<file path="src/rtl/ostst_pkg.sv">
// Package of the one-shot timer slot table: widths, operation and result codes.
package ostst_pkg;

  localparam int SlotCountDef = 32;
  localparam int SlotW        = 5;
  localparam int TimeW        = 64;
  localparam int RawW         = 32;
  localparam int InDataW      = 168;
  localparam int OutDataW     = 72;
  localparam int OpW          = 3;
  localparam int KindW        = 2;

  typedef enum logic [OpW-1:0] {
    OP_TICK       = 3'd0,
    OP_SETUP      = 3'd1,
    OP_CANCEL     = 3'd2,
    OP_SET_UPTIME = 3'd3,
    OP_ADD_SKEW   = 3'd4
  } op_e;

  typedef enum logic [KindW-1:0] {
    KIND_GRANTED = 2'd0,
    KIND_NO_FREE = 2'd1,
    KIND_EXPIRED = 2'd2
  } kind_e;

  typedef enum logic [4:0] {
    ST_IDLE  = 5'b00001,
    ST_SUM   = 5'b00010,
    ST_SCAN  = 5'b00100,
    ST_EMIT  = 5'b01000,
    ST_GRANT = 5'b10000
  } state_e;

endpackage

</file>
<file path="src/rtl/one_shot_timer_slot_table.sv">
// One-shot timer slot table: millisecond uptime keeping and deadline slots in a memory.
//
// Input words arrive on the s_axis channel: tuser carries the operation (tick, setup,
// cancel, set uptime, add skew) and tdata the operands. Result words leave on m_axis:
// tuser carries the event kind, tdata the slot and the uptime, tlast marks the final
// word caused by one input word. One input word is taken at a time.
// Set uptime, add skew, cancel and unknown operations pass through SUM and give no word.
// Setup goes through GRANT and gives one word: the lowest free slot, or no free slot.
// A tick passes the SUM, SCAN and EMIT states: the deadlines sit in a synchronous
// memory with one write and one read port that is read one slot per cycle and compared
// with the new uptime; the expired slots are then reported in ascending order.
// The output register lets the last result word wait while the next input is taken.
// Reset clears the active map, the time base and the skew; the deadline memory is not
// cleared, since a slot is only ever compared once setup has written it.
// When the receiver stalls, the block holds its current word and waits.
module one_shot_timer_slot_table
  import ostst_pkg::*;
#(
  parameter int SLOT_COUNT = SlotCountDef
) (
  input  logic                clk_i,
  input  logic                rst_ni,
  input  logic                s_axis_tvalid,
  output logic                s_axis_tready,
  // raw_ms, delay_ms, slot_index, new_uptime, skew_delta, zero padding
  input  logic [InDataW-1:0]  s_axis_tdata,
  // operation
  input  logic [OpW-1:0]      s_axis_tuser,
  output logic                m_axis_tvalid,
  input  logic                m_axis_tready,
  // event_slot, uptime_now, zero padding
  output logic [OutDataW-1:0] m_axis_tdata,
  // event_kind
  output logic [KindW-1:0]    m_axis_tuser,
  output logic                m_axis_tlast
);

  localparam int IdxW = (SLOT_COUNT > 1) ? $clog2(SLOT_COUNT) : 1;
  localparam int CntW = $clog2(SLOT_COUNT + 1);

  function automatic logic [IdxW-1:0] low_set(input logic [SLOT_COUNT-1:0] v);
    logic [IdxW-1:0] r;
    r = '0;
    for (int i = SLOT_COUNT - 1; i >= 0; i--) begin
      if (v[i]) begin
        r = IdxW'(i);
      end
    end
    return r;
  endfunction

  logic [RawW-1:0]   in_raw;
  logic [RawW-1:0]   in_delay;
  logic [SlotW-1:0]  in_slot;
  logic [TimeW-1:0]  in_uptime;
  logic [RawW-1:0]   in_skew;
  op_e               in_op;

  assign in_raw    = s_axis_tdata[31:0];
  assign in_delay  = s_axis_tdata[63:32];
  assign in_slot   = s_axis_tdata[68:64];
  assign in_uptime = s_axis_tdata[132:69];
  assign in_skew   = s_axis_tdata[164:133];
  assign in_op     = op_e'(s_axis_tuser);

  state_e            state_q, state_d;
  logic [TimeW-1:0]  ext_q, ext_d;
  logic [RawW-1:0]   last_raw_q, last_raw_d;
  logic [TimeW-1:0]  skew_q, skew_d;
  logic [TimeW-1:0]  now_q, now_d;
  logic [SLOT_COUNT-1:0] act_q, act_d;
  logic [SLOT_COUNT-1:0] due_q, due_d;
  logic [CntW-1:0]   scan_q, scan_d;
  logic              chk_vld_q, chk_vld_d;
  logic [IdxW-1:0]   chk_idx_q;
  logic [TimeW-1:0]  rd_q;
  logic              out_vld_q, out_vld_d;
  kind_e             out_kind_q, out_kind_d;
  logic [SlotW-1:0]  out_slot_q, out_slot_d;
  logic [TimeW-1:0]  out_time_q, out_time_d;
  logic              out_last_q, out_last_d;
  kind_e             gnt_kind_q, gnt_kind_d;
  logic [SlotW-1:0]  gnt_slot_q, gnt_slot_d;

  logic [TimeW-1:0]  dl_mem [SLOT_COUNT];
  logic              mem_we;
  logic [IdxW-1:0]   mem_waddr;
  logic [TimeW-1:0]  mem_wdata;
  logic              mem_re;
  logic [IdxW-1:0]   mem_raddr;

  logic              accept;
  logic              out_free;
  logic [IdxW-1:0]   free_idx;
  logic [IdxW-1:0]   due_idx;
  logic [RawW-1:0]   raw_diff;

  assign s_axis_tready = (state_q == ST_IDLE);
  assign accept        = s_axis_tvalid && s_axis_tready;
  assign out_free      = !out_vld_q || m_axis_tready;
  assign free_idx      = low_set(~act_q);
  assign due_idx       = low_set(due_q);
  assign raw_diff      = in_raw - last_raw_q;
  assign mem_raddr     = scan_q[IdxW-1:0];

  always_comb begin
    state_d    = state_q;
    ext_d      = ext_q;
    last_raw_d = last_raw_q;
    skew_d     = skew_q;
    now_d      = now_q;
    act_d      = act_q;
    due_d      = due_q;
    scan_d     = scan_q;
    chk_vld_d  = 1'b0;
    out_vld_d  = out_vld_q && !m_axis_tready;
    out_kind_d = out_kind_q;
    out_slot_d = out_slot_q;
    out_time_d = out_time_q;
    out_last_d = out_last_q;
    gnt_kind_d = gnt_kind_q;
    gnt_slot_d = gnt_slot_q;
    mem_we     = 1'b0;
    mem_waddr  = free_idx;
    mem_wdata  = now_q + TimeW'(in_delay);
    mem_re     = 1'b0;

    if (chk_vld_q && act_q[chk_idx_q] && (rd_q <= now_q)) begin
      due_d[chk_idx_q] = 1'b1;
      act_d[chk_idx_q] = 1'b0;
    end

    unique case (state_q)
      ST_IDLE: begin
        if (accept) begin
          state_d = ST_SUM;
          case (in_op)
            OP_TICK: begin
              if (in_raw < last_raw_q) begin
                ext_d = {ext_q[63:32] + 32'd1, in_raw};
              end else begin
                ext_d = ext_q + TimeW'(raw_diff);
              end
              last_raw_d = in_raw;
              due_d      = '0;
            end
            OP_SETUP: begin
              state_d = ST_GRANT;
              if (~&act_q) begin
                mem_we          = 1'b1;
                act_d[free_idx] = 1'b1;
                gnt_kind_d      = KIND_GRANTED;
                gnt_slot_d      = SlotW'(free_idx);
              end else begin
                gnt_kind_d = KIND_NO_FREE;
                gnt_slot_d = '0;
              end
            end
            OP_CANCEL: begin
              if (int'(in_slot) < SLOT_COUNT) begin
                act_d[in_slot[IdxW-1:0]] = 1'b0;
              end
            end
            OP_SET_UPTIME: begin
              ext_d      = in_uptime;
              last_raw_d = in_uptime[31:0];
              skew_d     = '0;
            end
            OP_ADD_SKEW: begin
              skew_d = skew_q + {{32{in_skew[31]}}, in_skew};
            end
            default: begin
              state_d = ST_SUM;
            end
          endcase
          if (in_op == OP_TICK) begin
            scan_d = '0;
          end
        end
      end
      ST_SUM: begin
        now_d   = ext_q + skew_q;
        state_d = (scan_q == '0) ? ST_SCAN : ST_IDLE;
        if (scan_q != '0) begin
          scan_d = CntW'(SLOT_COUNT);
        end
      end
      ST_SCAN: begin
        if (scan_q == CntW'(SLOT_COUNT)) begin
          state_d = ST_EMIT;
        end else begin
          mem_re    = 1'b1;
          chk_vld_d = 1'b1;
          scan_d    = scan_q + CntW'(1);
        end
      end
      ST_EMIT: begin
        if (due_q == '0) begin
          state_d = ST_IDLE;
        end else if (out_free) begin
          out_vld_d        = 1'b1;
          out_kind_d       = KIND_EXPIRED;
          out_slot_d       = SlotW'(due_idx);
          out_time_d       = now_q;
          out_last_d       = ((due_q & (due_q - SLOT_COUNT'(1))) == '0);
          due_d[due_idx]   = 1'b0;
        end
      end
      ST_GRANT: begin
        if (out_free) begin
          out_vld_d  = 1'b1;
          out_kind_d = gnt_kind_q;
          out_slot_d = gnt_slot_q;
          out_time_d = now_q;
          out_last_d = 1'b1;
          state_d    = ST_IDLE;
        end
      end
      default: begin
        state_d = ST_IDLE;
      end
    endcase
  end

  // SUM only enters the scan when the accepted word was a tick; other
  // operations park the scan counter at its end value.
  always_ff @(posedge clk_i or negedge rst_ni) begin
    if (!rst_ni) begin
      state_q    <= ST_IDLE;
      ext_q      <= '0;
      last_raw_q <= '0;
      skew_q     <= '0;
      now_q      <= '0;
      act_q      <= '0;
      due_q      <= '0;
      scan_q     <= CntW'(SLOT_COUNT);
      chk_vld_q  <= 1'b0;
      out_vld_q  <= 1'b0;
    end else begin
      state_q    <= state_d;
      ext_q      <= ext_d;
      last_raw_q <= last_raw_d;
      skew_q     <= skew_d;
      now_q      <= now_d;
      act_q      <= act_d;
      due_q      <= due_d;
      scan_q     <= (state_q == ST_IDLE && accept && in_op != OP_TICK) ?
                    CntW'(1) : scan_d;
      chk_vld_q  <= chk_vld_d;
      out_vld_q  <= out_vld_d;
    end
  end

  always_ff @(posedge clk_i) begin
    chk_idx_q  <= mem_raddr;
    out_kind_q <= out_kind_d;
    out_slot_q <= out_slot_d;
    out_time_q <= out_time_d;
    out_last_q <= out_last_d;
    gnt_kind_q <= gnt_kind_d;
    gnt_slot_q <= gnt_slot_d;
  end

  always_ff @(posedge clk_i) begin
    if (mem_we) begin
      dl_mem[mem_waddr] <= mem_wdata;
    end
    if (mem_re) begin
      rd_q <= dl_mem[mem_raddr];
    end
  end

  assign m_axis_tvalid = out_vld_q;
  assign m_axis_tdata  = {3'b000, out_time_q, out_slot_q};
  assign m_axis_tuser  = out_kind_q;
  assign m_axis_tlast  = out_last_q;

endmodule

</file>
<file path="config.mk">
export PLATFORM = sky130hd
export DESIGN_NAME = one_shot_timer_slot_table
export DESIGN_NICKNAME = d
export VERILOG_FILES = /design/src/rtl/ostst_pkg.sv /design/src/rtl/one_shot_timer_slot_table.sv
export SDC_FILE = /design/constraint.sdc
export NUM_CORES = 2
export LEC_CHECK = 0
export BUFFER_PORTS_ARGS = -buffer_cell sky130_fd_sc_hd__buf_2
export CORE_UTILIZATION = 36
export CTS_CLUSTER_SIZE = 28
export DETAILED_ROUTE_END_ITERATION = 10
export MAX_ROUTING_LAYER = met4
export PLACE_DENSITY = 0.61
export SLEW_MARGIN = 20
export SYNTH_ARGS = -nofsm -noshare
export SYNTH_HDL_FRONTEND = slang
export SYNTH_SLANG_ARGS = --single-unit
</file>
<file path="constraint.sdc">
create_clock -name clk_i -period 11.9 [get_ports clk_i]
set_clock_uncertainty 0.15 [all_clocks]
set_input_delay 0.595 -clock clk_i [delete_from_list [all_inputs] [get_ports clk_i]]
set_output_delay 0.595 -clock clk_i [all_outputs]
set_load 0.005 [all_outputs]
</file>
==> results.txt <==
- Of the total synthesized cell area, the portion taken by full adders, half adders and majority gates is 0.03376.
- Of all flip-flops after synthesis, the portion carrying an async set or reset was 0.1206.
- P_leak: approximately 43 nW
- Port Buf Inserts: approximately 250
- Derived from the worst setup path, the maximum achievable clock frequency is roughly 140 MHz.
- Relative max-transition margin: 0.1683
* Synthesis-to-finish area growth: 15.47%
* CTS tree: built
- Via count of the routed design: around 66000
- Count of different cell masters after synthesis: 95
* Maximum level of the CTS H-tree: 5
- Sequential Area: between 70000 and 80000 µm²
* Longest individual stage delay on the worst path: about 710 ps
- Largest fanout on the critical path: 12
* Area of combinational cells with multiple inputs: 36180 µm²
* Post-Synth Simple-Gate Area: 0.05642
- Sequential-to-total area share from yosys stat: 0.6651
* Switching power summed over all nets: approximately 9.6 mW
- In this run the clock root is driven by a clkbuf_16.
- Counting flops with a built-in enable in the synthesized netlist gives between 2000 and 2500.
* Bufs on Longest Clock Path: 4
* Combinational family with the most area after synthesis: multiplexers
- Total power of the final layout: ~29 mW
- The most used flip-flop cell after synthesis is edfxtp_1.
* Number of antenna-violating nets in the routed design: 0
* Grt total ovfl: 0
- Final worst-path cycle share: 0.5806
- In this run, CTS created clock tree buffers numbering roughly 270.
- After the first detailed-routing iteration, the DRC count stood at 7436.
* Die height: approximately 560 µm
- Across the run, the number of max-cap violations was 0.
* Netlist area before placement: between 100000 and 150000 µm²
- Total of endpoints with negative setup slack in the final report: 0
- Die Wd: approximately 560 µm
- Via count of the first global-routing pass: 64951
- Synthesized-area fraction occupied by ao, oa, aoi and oai cells: 0.07510
- At the pin with the least slew margin, the transition time is between 1000 and 1500 ps.
- Data on the critical path arrives at its endpoint at 7420 ps.
* Floorplan Core Area: ~300000 µm²
- After clock tree synthesis, the clock-pin slew on the worst setup and hold paths is 60 ps.
- The share of total power dissipated in the clock network is 0.279.
- Nets@finish: 7772
- Master of the slowest instance on the critical path: a311oi_1
- Clk_lat worst skew: approximately 850 ps
- Entering global routing, the biggest net connects 151 pins.
- Mapped Cells: 6843
- Synthesis inferred between 2000 and 2500 register bits.
* Sequential share of power: 0.413
- Routability congestion estimate from global placement: between 0.9 and 1
* Drt via density: roughly 5.7
- The tightest hold path in the finished design has a slack of between 40 and 50 ps.
- The count of final hold-check violations came to 0.
- Type of element capturing the critical path: register
- Dividing the detail-routed wire length by the instance count gives 27.79 µm.
- The HPWL after detailed placement is 189500 µm.
* Rows: around 200
* GRT Overall Usage: 0.2117
- Global-route wire length before repair: 461500 µm
- Of the total synthesized cell area, the portion taken by XOR and XNOR cells is 0.01738.
- Counting the fill cells in the layout gives 26938.
- Synth Warn #: 0
- Crit path cell chain: dlygate4sd3_1, buf_2, ha_1, nor2b_1, o21ai_0, a21boi_0, o21ai_0, a21oi_1, a311oi_1, o21ai_0, a21oi_1, nor2_1, nor2_1, xnor2_1, ha_1, nand3_1, nor3_1, nand4_1, a31oi_1, a311o_1, o2111ai_1, or4b_1, o21ai_1, a21oi_1
* Proportion of layout cells with a drive suffix above 1: 0.2151
- Worst hold path cell count: 4
- The worst setup path is launched from an input pin.
* Sink count of the clock tree: 2496
- The finished layout holds around 12000 standard cells, fillers aside.
* Die Footprint: slightly above 300000 µm²
- Switching power as a share of total power: 0.3316
* Grt met3 use: 0.03233
* # placed instances: about 11000
- Internal reg-to-reg setup slack: between 5000 and 6000 ps
- For this run, the share of the core covered by cells in the final layout is 0.4195.
* Final WL: about 320000 µm
- Path depth of the worst reg2reg path: 23
* Met1 Use GR: 0.2713
* Drt first pass iters: 5
- Hold Path Class: in2reg
* RSZ-0062 raised after global routing: false
- Across the VDD grid, the largest voltage drop is between 0.15 and 0.2 mV.
- Combinational share of power: 0.308
* Shortest period the worst path allows: 6910 ps
* Mux cell area share after synthesis: 0.1349
- Internal portion of total power: between 15 and 20 mW
- The critical path in this run is classified as in2reg.
- The flow ran to the end, and the final reports show no timing, DRC or antenna violations.
* Initial core utilization: 0.3633
- At the worst endpoint, the required time is 12410 ps.
* Synthesized area per cell: ~16 µm²
* Post-Route Setup TNS: 0 ps
- Pin placement for this block handled roughly 250 I/O pins.
- After detailed routing, the number of remaining DRC violations is 0.
* Power per cell area: between 200 and 250 nW/µm²
- For this run, global-route usage on met2 was measured as 0.3412.
* Pins Over Slew Limit: 0
* Number of antenna violations at the first check in global routing: 18
- In this run the most used layer during global routing was met2.
==> synthesized netlist by cell type, types with 51 or more instances <==
master,n,area [µm²]
a21oi_1,290,1451
mux4_2,650,14640
o22ai_1,51,319.1
dfrtp_1,299,7482
nor2_1,288,1081
xor2_1,71,621.9
a211oi_1,61,457.9
nand2_1,595,2233
o21ai_0,354,1772
inv_1,183,686.9
nand3_1,81,405.4
nor3_1,78,390.4
xnor2_1,148,1296
a31oi_1,61,381.6
nand4_1,65,406.6
edfxtp_1,2190,65760
clkbuf_1,273,1025
ha_1,289,3616
a21o_1,130,975.9
==> path summary, 6_finish.rpt <==
check / startpoint / endpoint
max: s_axis_tdata[1] / ext_q[63]
min: s_axis_tdata[65] / act_q[23]
max reg2reg: last_raw_q[1] / ext_q[63]
min reg2reg: skew_q[6] / skew_q[6]
max in group asynchronous: rst_ni / now_q[60]
min in group asynchronous: rst_ni / last_raw_q[5]
==> logic make-up after synthesis <==
group           after synthesis
xor+xnor                    219
flops                      2496
other cells                   1
fa+ha+maj                   295
buf+inv                     504
mux                         673
simple gates               1362
compound gates             1293
==> placed cells by master, fill, tap and decap left out, drive strengths merged, types with 19 or more instances in the layout <==
cell,count
edfxtp,2190
mux4,650
nand2,595
buf,409
o21ai,360
clkbuf,324
dfrtp,299
a21oi,290
ha,289
nor2,289
inv,201
xnor2,148
a21o,130
dlygate4sd3,101
clkinv,96
nand3,81
nor3,79
xor2,71
nand4,65
a211oi,61
a31oi,61
o22ai,51
o21a,50
and3,42
nand2b,40
o21bai,37
o211ai,36
nor2b,34
o221a,31
nor4,27
o31ai,26
or3,24
diode,22
nand3b,20
bufinv,20
a2111oi,19
==> per-layer routing <==
metal,part of all wire,up-vias
met3,0.075,579
met4,0.041,0
met5,0,-
li1,-,28229
met2,0.48,2820
met1,0.40,34630
==> through the flow <==
stage                     setup WS, ps  area (µm²)
after floorplan                   3011      110400
after global placement            4853      117700
after detailed placement          4902      117700
after CTS                         5119      127100
after global routing              4654      127400
final                             4990      127400
==> worst max-delay path, delay by kind of cell <==
| family | cells | cell delay (ps) |
|---|---|---|
| buffers and inverters | 2 | 740 |
| and+or+nand+nor | 7 | 1650 |
| adders and majority gates | 2 | 660 |
| xor gates and xnor gates | 1 | 100 |
| AOI/OAI and AO/OA | 12 | 3660 |
==> registers in the layout, summed over array words and instances (netlist names), 6 cells and up <==
signal,count
now_q,64
dl_mem,2048
skew_q,64
out_time_q,64
scan_q,6
due_q,32
act_q,32
ext_q,64
rd_q,64
last_raw_q,32
==> power groups by stage <==
| stage | Combinational, mW | Sequential [mW] | Clock [mW] |
|---|---|---|---|
| floorplan | 6.11 | 11.8 | 0 |
| global placement | 8.44 | 12.2 | 0 |
| detailed placement | 8.68 | 12.2 | 0 |
| CTS | 8.83 | 12.0 | 8.25 |
| global route | 9.79 | 12.0 | 8.58 |
| finish | 8.95 | 12.0 | 8.13 |
==> area by class of cell <==
cell class | count | share of cell area
clock buffer | 324 | 0.05483
timing repair buffer | 510 | 0.02838
multi-input combinational | 3845 | 0.2839
clock inverter | 143 | 0.01081
antenna | 22 | 0.0004320
tap | 4080 | 0.04006
sequential | 2496 | 0.5761
inverter | 184 | 0.005459
==> what timing repair did <==
item / CTS / global route
hold buffers: 101 / 0
setup buffers: 0 / 0
gates resized for setup: 0 / 0
endpoints found under the hold margin: 172 / 0
Note: power is estimated with default switching activity, not from simulation.
